<file path="config.mk">
export PLATFORM = sky130hd
export DESIGN_NAME = iad_digit_stack
export DESIGN_NICKNAME = d
export VERILOG_FILES = /design/src/sv/integer_to_ascii_digits_macros.svh /design/src/sv/iad_pkg.sv /design/src/sv/iad_digit_stack.sv
export SDC_FILE = /design/constraint.sdc
export NUM_CORES = 1
export LEC_CHECK = 0
export BUFFER_PORTS_ARGS = -buffer_cell sky130_fd_sc_hd__buf_2
export CAP_MARGIN = 20
export CORE_UTILIZATION = 52
export DETAILED_ROUTE_END_ITERATION = 8
export GPL_TIMING_DRIVEN = 0
export MAX_ROUTING_LAYER = met4
export PLACE_DENSITY = 0.86
export SYNTH_ARGS = -nofsm -noshare
export SYNTH_HDL_FRONTEND = slang
export SYNTH_SLANG_ARGS = --single-unit
</file>
<file path="constraint.sdc">
create_clock -name clk_i -period 1.4 [get_ports clk_i]
set_clock_uncertainty 0.1 [all_clocks]
set_input_delay 0.28 -clock clk_i [delete_from_list [all_inputs] [get_ports clk_i]]
set_output_delay 0.28 -clock clk_i [all_outputs]
set_load 0.05 [all_outputs]
</file>
<file path="src/sv/integer_to_ascii_digits_macros.svh">
// ----------------------------------------------------------------------------
// Assertion macros for the integer to ASCII digits block.
// Each macro expands to a labeled concurrent assertion, or to nothing when
// ASSERT_OFF is defined.
// ----------------------------------------------------------------------------
`ifndef INTEGER_TO_ASCII_DIGITS_MACROS_SVH
`define INTEGER_TO_ASCII_DIGITS_MACROS_SVH

`ifndef ASSERT_OFF
// Assertion that is checked only while reset is released.
`define IAD_ASSERT(name, clk, rst_n, prop, msg) \
  name: assert property (@(posedge clk) disable iff (!rst_n) prop) else $error(msg);
// Assertion that is checked on every clock edge, reset included.
`define IAD_ASSERT_ALWAYS(name, clk, prop, msg) \
  name: assert property (@(posedge clk) prop) else $error(msg);
`else
`define IAD_ASSERT(name, clk, rst_n, prop, msg)
`define IAD_ASSERT_ALWAYS(name, clk, prop, msg)
`endif

`endif

</file>
<file path="src/sv/iad_pkg.sv">
// ----------------------------------------------------------------------------
// iad_pkg
// Shared types, constants and helpers of the integer to ASCII digits block.
// ----------------------------------------------------------------------------
`default_nettype none

package iad_pkg;

  localparam int unsigned VALUE_BITS = 32;
  localparam int unsigned DIGIT_W    = 4;
  // A decimal magnitude never exceeds 2^(VALUE_BITS-1), which has 10 digits.
  localparam int unsigned DIGITS_MAX = 10;
  localparam int unsigned CNT_W      = $clog2(DIGITS_MAX + 1);

  // Reciprocal of ten: floor(v * RECIP_DEC / 2^DEC_SHIFT) == v / 10 for 32 bits.
  localparam logic [VALUE_BITS-1:0] RECIP_DEC = 32'hCCCC_CCCD;
  localparam int unsigned           DEC_SHIFT = 35;

  localparam logic [7:0] CHAR_ZERO  = 8'h30;
  localparam logic [7:0] CHAR_A     = 8'h41;
  localparam logic [7:0] CHAR_MINUS = 8'h2D;

  localparam logic REQ_HEX = 1'b0;
  localparam logic REQ_DEC = 1'b1;

  typedef struct packed {
    logic                  req_type;
    logic [VALUE_BITS-1:0] value;
  } in_t;

  typedef struct packed {
    logic [7:0] out_char;
    logic       last;
  } out_t;

  typedef struct packed {
    logic push;
    logic pop;
  } stack_ctrl_t;

  function automatic logic [7:0] digit_char(input logic [DIGIT_W-1:0] d);
    logic [7:0] d8;
    d8 = {4'b0, d};
    if (d < 4'd10) begin
      return CHAR_ZERO + d8;
    end
    return CHAR_A + d8 - 8'd10;
  endfunction

endpackage

`default_nettype wire

</file>
<file path="src/sv/iad_digit_stack.sv">
// ----------------------------------------------------------------------------
// iad_digit_stack
// Last-in first-out store of digits built from a shift line.
// ----------------------------------------------------------------------------
`default_nettype none

module iad_digit_stack (
  input  logic                          clk_i,
  input  logic                          rst_ni,
  input  iad_pkg::stack_ctrl_t          ctrl_i,
  input  logic [iad_pkg::DIGIT_W-1:0]   digit_i,
  output logic [iad_pkg::DIGIT_W-1:0]   top_o,
  output logic [iad_pkg::CNT_W-1:0]     count_o
);
  import iad_pkg::*;

  logic [DIGIT_W-1:0] stack_q [DIGITS_MAX];
  logic [DIGIT_W-1:0] stack_d [DIGITS_MAX];
  logic [CNT_W-1:0]   cnt_q, cnt_d;

  // A push shifts everything down one place; a pop shifts it back up.
  always_comb begin
    stack_d = stack_q;
    cnt_d   = cnt_q;
    if (ctrl_i.push) begin
      stack_d[0] = digit_i;
      for (int i = 1; i < DIGITS_MAX; i++) begin
        stack_d[i] = stack_q[i-1];
      end
      cnt_d = cnt_q + CNT_W'(1);
    end else if (ctrl_i.pop) begin
      for (int i = 0; i < DIGITS_MAX - 1; i++) begin
        stack_d[i] = stack_q[i+1];
      end
      stack_d[DIGITS_MAX-1] = '0;
      cnt_d = cnt_q - CNT_W'(1);
    end
  end

  always_ff @(posedge clk_i or negedge rst_ni) begin
    if (!rst_ni) begin
      cnt_q <= '0;
    end else begin
      cnt_q <= cnt_d;
    end
  end

  always_ff @(posedge clk_i) begin
    stack_q <= stack_d;
  end

  assign top_o   = stack_q[0];
  assign count_o = cnt_q;

endmodule

`default_nettype wire

</file>
**After elaboration in Yosys (flattened, before gate mapping)**

Cells that the tools add are included.
Widths: inputs -> output; s select.

- Add/subtract/negate cells: 2
- Muxes and demuxes: 4
- Reductions and logical operators: 1

Operators by type and width:

| kind | count |
|---|---|
| $mux 40 | 2 |
| $mux 4 | 2 |
| $add 4x1->4 const B | 1 |
| $sub 4x1->4 const B | 1 |
| $reduce_bool 2->1 | 1 |

- Bits in registers: 44
- Bits of input ports: 8
- Output and inout bits: 8
- Logic and storage cells: 18

**Logic depth before layout (Yosys ltp)**

Gate-level depths: netlist of the first run.

- Depth in word-level cells: 3
- Gate-level depth with buffers: 6
- Mapped depth without buffers: 5

**Least setup slack after synthesis of the first run**

Ideal clock, no wire load.

- Path type: input port to flip-flop
- Start: input port ctrl_i[1] (netlist name)
- End: register stack_q[0] (netlist name), enable pin
- Library setup time: 395 ps
- Arrival: 1282 ps
- Required time: 905 ps
- Setup slack: -376 ps
- Stages: 3
- Path buffers: 1
- Path through: buf_4 -> nor2_1 -> inv_1

- Word-level cells in the longest chain between the ends: 1

Ends and longest elaborated chain:

| element | line | RTL |
|---|---|---|
| start: declaration | iad_digit_stack.sv:10 | `input iad_pkg::stack_ctrl_t ctrl_i,` |
| $reduce_bool 2->1 (no line) | - |  |
| end signal: assignment | iad_digit_stack.sv:49 | `stack_q <= stack_d;` |
| end: declaration | iad_digit_stack.sv:17 | `logic [DIGIT_W-1:0] stack_q [DIGITS_MAX];` |

No other way between the ends.
A chain may end at the register's enable or synchronous reset.

**Final worst setup path of the first run**

- Start: register cnt_q[1], in the netlist count_o[1]
- End: register cnt_q[1], in the netlist count_o[1]

- Word-level cells in the longest chain between the ends: 3
- Elaborated cells between the ends (all ways): 4
- Those cells by class: 2 x add/sub; 2 x mux

Ends and longest elaborated chain:

| element | line | RTL |
|---|---|---|
| start: declaration | iad_digit_stack.sv:19 | `logic [CNT_W-1:0] cnt_q, cnt_d;` |
| start signal: assignment | iad_digit_stack.sv:44 | `cnt_q <= cnt_d;` |
| $sub 4x1->4 | iad_digit_stack.sv:36 | `cnt_d = cnt_q - CNT_W'(1);` |
| $mux 4 | iad_digit_stack.sv:31 | `end else if (ctrl_i.pop) begin` |
| $mux 4 (*) | iad_digit_stack.sv:25 | `if (ctrl_i.push) begin` |
| net cnt_d[1] | iad_digit_stack.sv:19 |  |

The timed path passes the listed nets; every way through them passes the cells marked *. The select of a mux whose other input is x is not followed.

==> results of run 1 <==
through the flow:
stage               setup TNS [ns]  utilization (%)  setup slack (ns)  instances
global route                -0.486             65.9            -0.146        182
global placement            -16.18             61.0            -0.403        173
floorplan                    -8.52                -            -0.207        113
CTS                         -0.111             64.6           -0.0847        183
detailed placement          -20.64             61.0            -0.511        173
finish                      -0.263             65.9            -0.107        182
synthesized netlist by cell type:
| master | n | area [µm²] |
|---|---|---|
| nor2_1 | 2 | 7.51 |
| o21ai_0 | 2 | 10.0 |
| buf_4 | 5 | 37.5 |
| nor4_1 | 1 | 6.26 |
| o31a_1 | 1 | 8.76 |
| a211oi_2 | 1 | 12.5 |
| buf_2 | 4 | 20.0 |
| nor2b_1 | 1 | 6.26 |
| fa_1 | 1 | 20.0 |
| dfrtp_1 | 4 | 100 |
| mux2_2 | 37 | 417 |
| inv_1 | 2 | 7.51 |
| xnor2_1 | 2 | 17.5 |
| ha_1 | 2 | 25.0 |
| a211oi_1 | 1 | 7.51 |
| o211a_1 | 1 | 10.0 |
| nand2_1 | 1 | 3.75 |
| edfxtp_1 | 40 | 1200 |
| inv_2 | 1 | 3.75 |
| and2_1 | 4 | 25.0 |
sequential cells by signal, indices dropped and copies added, names as in the netlist:
| register | cells |
|---|---|
| count_o | 4 |
| top_o | 4 |
| stack_q | 36 |
layout make-up:
type / instances / area (µm²)
Sequential cell: 44 / 1310
Fill cell: 254 / 1180
Multi-Input combinational cell: 57 / 634
Timing Repair Buffer: 17 / 133
Clock buffer: 5 / 68.8
Tap cell: 46 / 57.6
Buffer: 6 / 42.5
Clock inverter: 3 / 23.8
Inverter: 3 / 15.0
Timing Repair inverter: 1 / 7.51
report_power, final:
part | total, W | switching [W] | internal, W | leakage, nW
clock | 0.000794 | 0.000441 | 0.000353 | 0.0404
combinational | 0.00113 | 0.000611 | 0.000516 | 0.339
sequential | 0.00192 | 0.000168 | 0.00176 | 0.457
critical path, stage by stage (launching register included):
cell and delay [ns]:
dfrtp_2 0.43, buf_4 0.15, fa_1 0.43, mux2_2 0.28
worst max path at each step:
stage                     startpoint    endpoint  cells past startpoint
after floorplan            ctrl_i[1]  stack_q[0]                      3
after global placement     ctrl_i[0]  stack_q[0]                      3
after detailed placement   ctrl_i[0]  stack_q[8]                      3
after CTS                 count_o[1]  count_o[3]                      4
after global routing      count_o[1]  count_o[3]                      4
final                     count_o[1]  count_o[1]                      3
cell families (layout without fill, tap and decap cells):
logic type	Yosys count	after routing
XOR/XNOR	2	2
multiplexers	37	37
AO/OA/AOI/OAI	6	6
adder cells (fa/ha/maj)	3	3
buffers and inverters	12	35
flip-flops	44	44
AND/OR/NAND/NOR	9	9
layer usage:
metal / vias up / share of wire, % / track usage (%)
met4: 0 / 4.0 / 12.8
met3: 13 / 2.8 / 4.53
met1: 486 / 43 / 21.9
met2: 18 / 50 / 27.2
met5: - / 0 / -
li1: 466 / - / -
what timing repair did:
item | in CTS | in global routing
cloned | 1 | 0
hold buffers | 1 | 0
endpoints found under the hold margin | 4 | 0
buffers inserted | 0 | 2
endpoints found under the setup margin | 47 | 7
pin swaps | 1 | 4
resized for setup | 7 | 12
==> results by group, run 1 <==
Run status
  – Outcome: complete, but fails checks
  – Failing checks: negative setup slack

Placement
  – Half-perimeter wire length after placement: roughly 2.0 mm
  – Port bufs: 14
  – Placed Area: roughly 2100 µm²
  – RePlAce Congestion: between 0.7 and 0.8

Route
  – # DRC: 0
  – Routed WL per cell: about 17 µm
  – Antenna-violating nets left: 0
  – Final wirelength: between 3 and 4 mm
  – Iter 0 DRT Violations: 47
  – Drt pass-1 iters: 4
  – Via density: around 5.4
  – Via count: 983

Power
  – Peak supply drop: 1.62 mV
  – Power, Total: between 0.003 and 0.004 W
  – Pwr dens: about 1700 nW/µm²
  – Leakage: between 0.8 and 0.9 nW

Setup path
  – Worst-path fanout max: 3
  – FF-to-FF path depth: 3
  – Reg2reg setup slack: -0.11 ns
  – CP arrival: between 1.5 and 2 ns
  – Worst EP required: 1.48 ns
  – Critical R2R Capture: count_o[1]
  – Crit. End Element: flop
  – Reg2Reg Launch Point: count_o[1]
  – Setup crit start kind: flop
  – Setup CP Type: reg -> reg

Cells and area
  – Most common cell after layout, fill and taps aside: edfxtp_1
  – Layout Nets: 146
  – Ant. Diodes: 0
  – Post-route cell area: 2290 µm²
  – Area Growth Syn to Fin: 17.5%
  – Layout cells sized above 1: ~60%
  – Most frequent cells in the layout: edfxtp_1 (40), mux2_2 (37), buf_2 (12), buf_4 (5), clkbuf_8 (5)

Clock tree
  – CTS sink count: 44
  – CTS tree: yes
  – CTS max path bufs: 2
  – H-tree levels: 2
  – Clock Tree Root: clkbuf_8
  – Later-pin clock latency in the skew report: ~0.30 ns
  – Clk slew on worst S/H paths: ~0.090 ns
  – TritonCTS buffer count: 5

Timing
  – Slew HR: between 70% and 80%
  – Final min period: 1.51 ns
  – Final Hold Violating Endpoints: 0
  – Max frequency: between 0.6 and 0.7 GHz
  – Setup ws final: -0.107 ns
  – RSZ-0062 raised after global routing: yes
  – Max Slew Vio Count: 0
  – Slew @ Worst Pin: about 0.43 ns
  – Final setup vio count: 4
  – Hold Slack: roughly 0.18 ns
  – Final Cycle Share: 108%

Yosys
  – Post-synthesis average cell area: 17.2 µm²
  – Flops & latches, synth: 44
  – Combinational family with the most area after synthesis: multiplexers
  – Post-synthesis sequential area ratio: between 60 and 70%
  – Post-Syn Instances: about 110
  – Synthesized Nets: 124
  – Post-synth cell types: 20
  – Multiplexer share of the synthesized area: a little over a fifth
  – Post-Synth Adder-Cell Area: roughly 2.3%
  – Synth warnings: 0
  – Post-Synth Simple-Gate Area: under 10%
  – Post-synthesis xor/xnor area fraction: less than 1%
  – Synth Area in Compound Gates: 2.51%
  – Netlist Area Pre-Place: 1950 µm²

Global routing
  – Initial antenna violation count: 0
  – Vias in the first global route: approximately 1100
  – First-pass GRT wire length: between 5 and 6 mm
  – All-layer global routing usage: 18.3%
  – Largest net degree at the start of global routing: 21
  – Gr ovfl total: 0

Die
  – Num rows: 21
  – Die Y: between 60 and 70 µm
  – IO Pins: 16
  – Core ar.: approximately 3500 µm²
  – Total Die Area: about 4000 µm²
  – Die X: 63.2 µm
  – Initial core utilization: a little under three fifths

Hold path
  – Hold Path End: top_o[0]
  – WHS Path Cells: 2
  – Hold Crit Class: in -> reg
  – Hold path start: digit_i[0]

Job
  – Max-Cap Viols: 0
(Power assumes the default switching activity.)
==> run 2, diff against run 1 <==
clock period = 1.3 ns   (was 1.4 ns; I/O delays follow)
==> run 2 against run 1 <==
Net effect:
- the flow still finishes with violations (negative setup slack)
- worst setup slack got worse by 0.098 ns
- register-to-register slack got worse by 0.098 ns
- sequential cell count did not move
- utilization rose by 1.9 points
- final cell count rose by 2.2%
- die area did not move
- count of clock-buffer cells in the layout did not move
- total power rose by 17%
- critical endpoint is now count_o[3]
- largest cell class unchanged
- largest power group unchanged
==> results by group, run 2 (synthesis results as in run 1) <==
Job
  – Max-Cap Viols: 0 (unchanged)

Setup path
  – Crit. End Element: flop (unchanged)
  – Crit path largest cell delay: 0.45 ns (was 0.43 ns)
  – Worst EP required: 1.41 ns (was 1.48 ns)
  – CP max stage cell: dfrtp_2 (unchanged)
  – CP arrival: 1.61 ns (was 1.59 ns)
  – Setup CP Type: reg -> reg (unchanged)
  – Reg2reg setup slack: -0.21 ns (was -0.11 ns)
  – CP Buf/Inv Count: 0 (was 1)
  – Worst-path fanout max: 4 (was 3)
  – CP delay by family, top: compound AO/OA/AOI/OAI gates (was flip-flops)
  – Setup crit start kind: flop (unchanged)
  – CP cell instances: ha_4 > nor2_2 > o31a_1 > a211oi_2 (was buf_4 > fa_1 > mux2_2)
  – FF-to-FF path depth: 4 (was 3)
  – Number of cells on the critical path: 4 (was 3)

Run status
  – Outcome: complete, but fails checks (unchanged)
  – Failing checks: negative setup slack (unchanged)

Placement
  – Pre-CTS setup slack: -0.604 ns (was -0.511 ns)
  – Half-perimeter wire length after placement: 2.00 mm (was 1.98 mm)
  – RePlAce Congestion: 0.813 (was 0.737)
  – Port bufs: 14 (unchanged)
  – Placed cells: 173 (unchanged)

Global routing
  – Vias in the first global route: 1102 (was 1057)
  – All-layer global routing usage: 20.0% (was 18.3%)
  – Gr ovfl total: 0 (unchanged)
  – Initial antenna violation count: 0 (unchanged)
  – First-pass GRT wire length: 5.61 mm (was 5.08 mm)
  – Largest net degree at the start of global routing: 21 (unchanged)

Route
  – Antenna-violating nets left: 0 (unchanged)
  – Drt pass-1 iters: 4 (unchanged)
  – Via density: 5.52 (was 5.40)
  – Final wirelength: 3.45 mm (was 3.03 mm)
  – # DRC: 0 (unchanged)
  – Routed WL per cell: 18.6 µm (was 16.6 µm)
  – Iter 0 DRT Violations: 28 (was 47)
  – Via count: 1026 (was 983)

Clock tree
  – CTS max path bufs: 2 (unchanged)
  – CTS tree: yes (unchanged)
  – H-tree levels: 2 (unchanged)
  – Later-pin clock latency in the skew report: 0.29 ns (was 0.30 ns)
  – TritonCTS buffer count: 5 (unchanged)
  – Clock Tree Root: clkbuf_8 (unchanged)
  – Clk slew on worst S/H paths: 0.08 ns (was 0.09 ns)
  – CTS sink count: 44 (unchanged)

Cells and area
  – Fin cells: 186 (was 182)
  – Ant. Diodes: 0 (unchanged)
  – Layout Nets: 150 (was 146)
  – Largest reg by FF count: stack_q (unchanged)
  – Most frequent cells in the layout: edfxtp_1 (40), mux2_2 (37), buf_2 (10), buf_4 (6) (was edfxtp_1 (40), mux2_2 (37), buf_2 (12), buf_4 (5), clkbuf_8 (5))
  – Most common cell after layout, fill and taps aside: edfxtp_1 (unchanged)
  – Area Growth Syn to Fin: 21.0% (was 17.5%)
  – Largest register FFs: 36 (unchanged)
  – FILL cells: 239 (was 254)
  – Layout cells sized above 1: 60.0% (was 59.6%)

Power
  – Leakage: 0.871 nW (was 0.836 nW)
  – Pwr dens: 1910 nW/µm² (was 1680 nW/µm²)
  – Peak supply drop: 1.60 mV (was 1.62 mV)

Timing
  – Slew @ Worst Pin: 0.423 ns (was 0.428 ns)
  – Setup ws final: -0.205 ns (was -0.107 ns)
  – Max frequency: 0.664 GHz (about the same)
  – Final Hold Violating Endpoints: 0 (unchanged)
  – RSZ-0062 raised after global routing: yes (unchanged)
  – Max Slew Vio Count: 0 (unchanged)
  – Final Cycle Share: 116% (was 108%)
  – Final min period: 1.51 ns (about the same)
  – Slew HR: 71.7% (was 71.4%)
  – Final setup vio count: 5 (was 4)

Die
  – IO Pins: 16 (unchanged)
  – Initial core utilization: 56.1% (unchanged)
  – Core ar.: 3470 µm² (unchanged)
  – Total Die Area: 3990 µm² (unchanged)
  – Die Y: 63.2 µm (unchanged)
  – Die X: 63.2 µm (unchanged)
  – Num rows: 21 (unchanged)

Hold path
  – WHS Path Cells: 2 (unchanged)
  – Hold Crit Class: in -> reg (unchanged)
-- run 2: final timing paths --
kind / startpoint / endpoint
worst max-delay path: count_o[2] / count_o[3]
worst min register to register: stack_q[2] / stack_q[6]
min in group asynchronous: rst_ni / count_o[1]
worst min-delay path: digit_i[1] / top_o[1]
worst max register to register: count_o[2] / count_o[3]
max in group asynchronous: rst_ni / count_o[0]
-- run 2: repair_timing --
action	4_1_cts	5_1_grt
gates resized for setup	24	7
pin swaps	5	6
setup buffers	2	3
setup endpoints to repair	50	47
hold buffers	1	0
gates cloned	1	2
endpoints found under the hold margin	4	0
-- run 2: area by class of cell --
cell class	count	area, µm²	share of cell area [%]
Multi-Input combinational cell	57	638	27.1
Timing Repair Buffer	20	175	7.44
Clock inverter	3	37.5	1.59
Tap cell	46	57.6	2.44
Inverter	3	15.0	0.638
Buffer	5	35.0	1.49
Timing Repair inverter	3	22.5	0.956
Sequential cell	44	1310	55.4
Clock buffer	5	68.8	2.92
-- run 2: report_power, final --
group / internal, W / switching, W
Clock: 0.000560 / 0.000444
Sequential: 0.00189 / 0.000195
Combinational: 0.000686 / 0.000730
-- run 2: layer usage --
metal / share of wire [%] / routed length (µm) / track usage, % / up-vias
li1: - / - / - / 478
met1: 41 / 1430 / 24.1 / 516
met2: 53 / 1840 / 32.0 / 27
met3: 3.6 / 125 / 3.80 / 5
met4: 1.9 / 66 / 10.5 / 0
met5: 0 / 0 / - / -
-- run 2: stage by stage --
stage               utilization, %  hold slack [ns]  TNS, ns  total power, W  area [µm²]
finish                        67.9            0.170   -0.598         0.00451        2350
global route                  67.9            0.170   -0.748         0.00468        2350
CTS                           65.9            0.161   -0.626         0.00430        2290
detailed placement            60.5          -0.0304   -25.83         0.00309        2100
global placement              60.5          -0.0337   -20.63         0.00299        2100
floorplan                        -           -0.136   -12.03         0.00283        1970
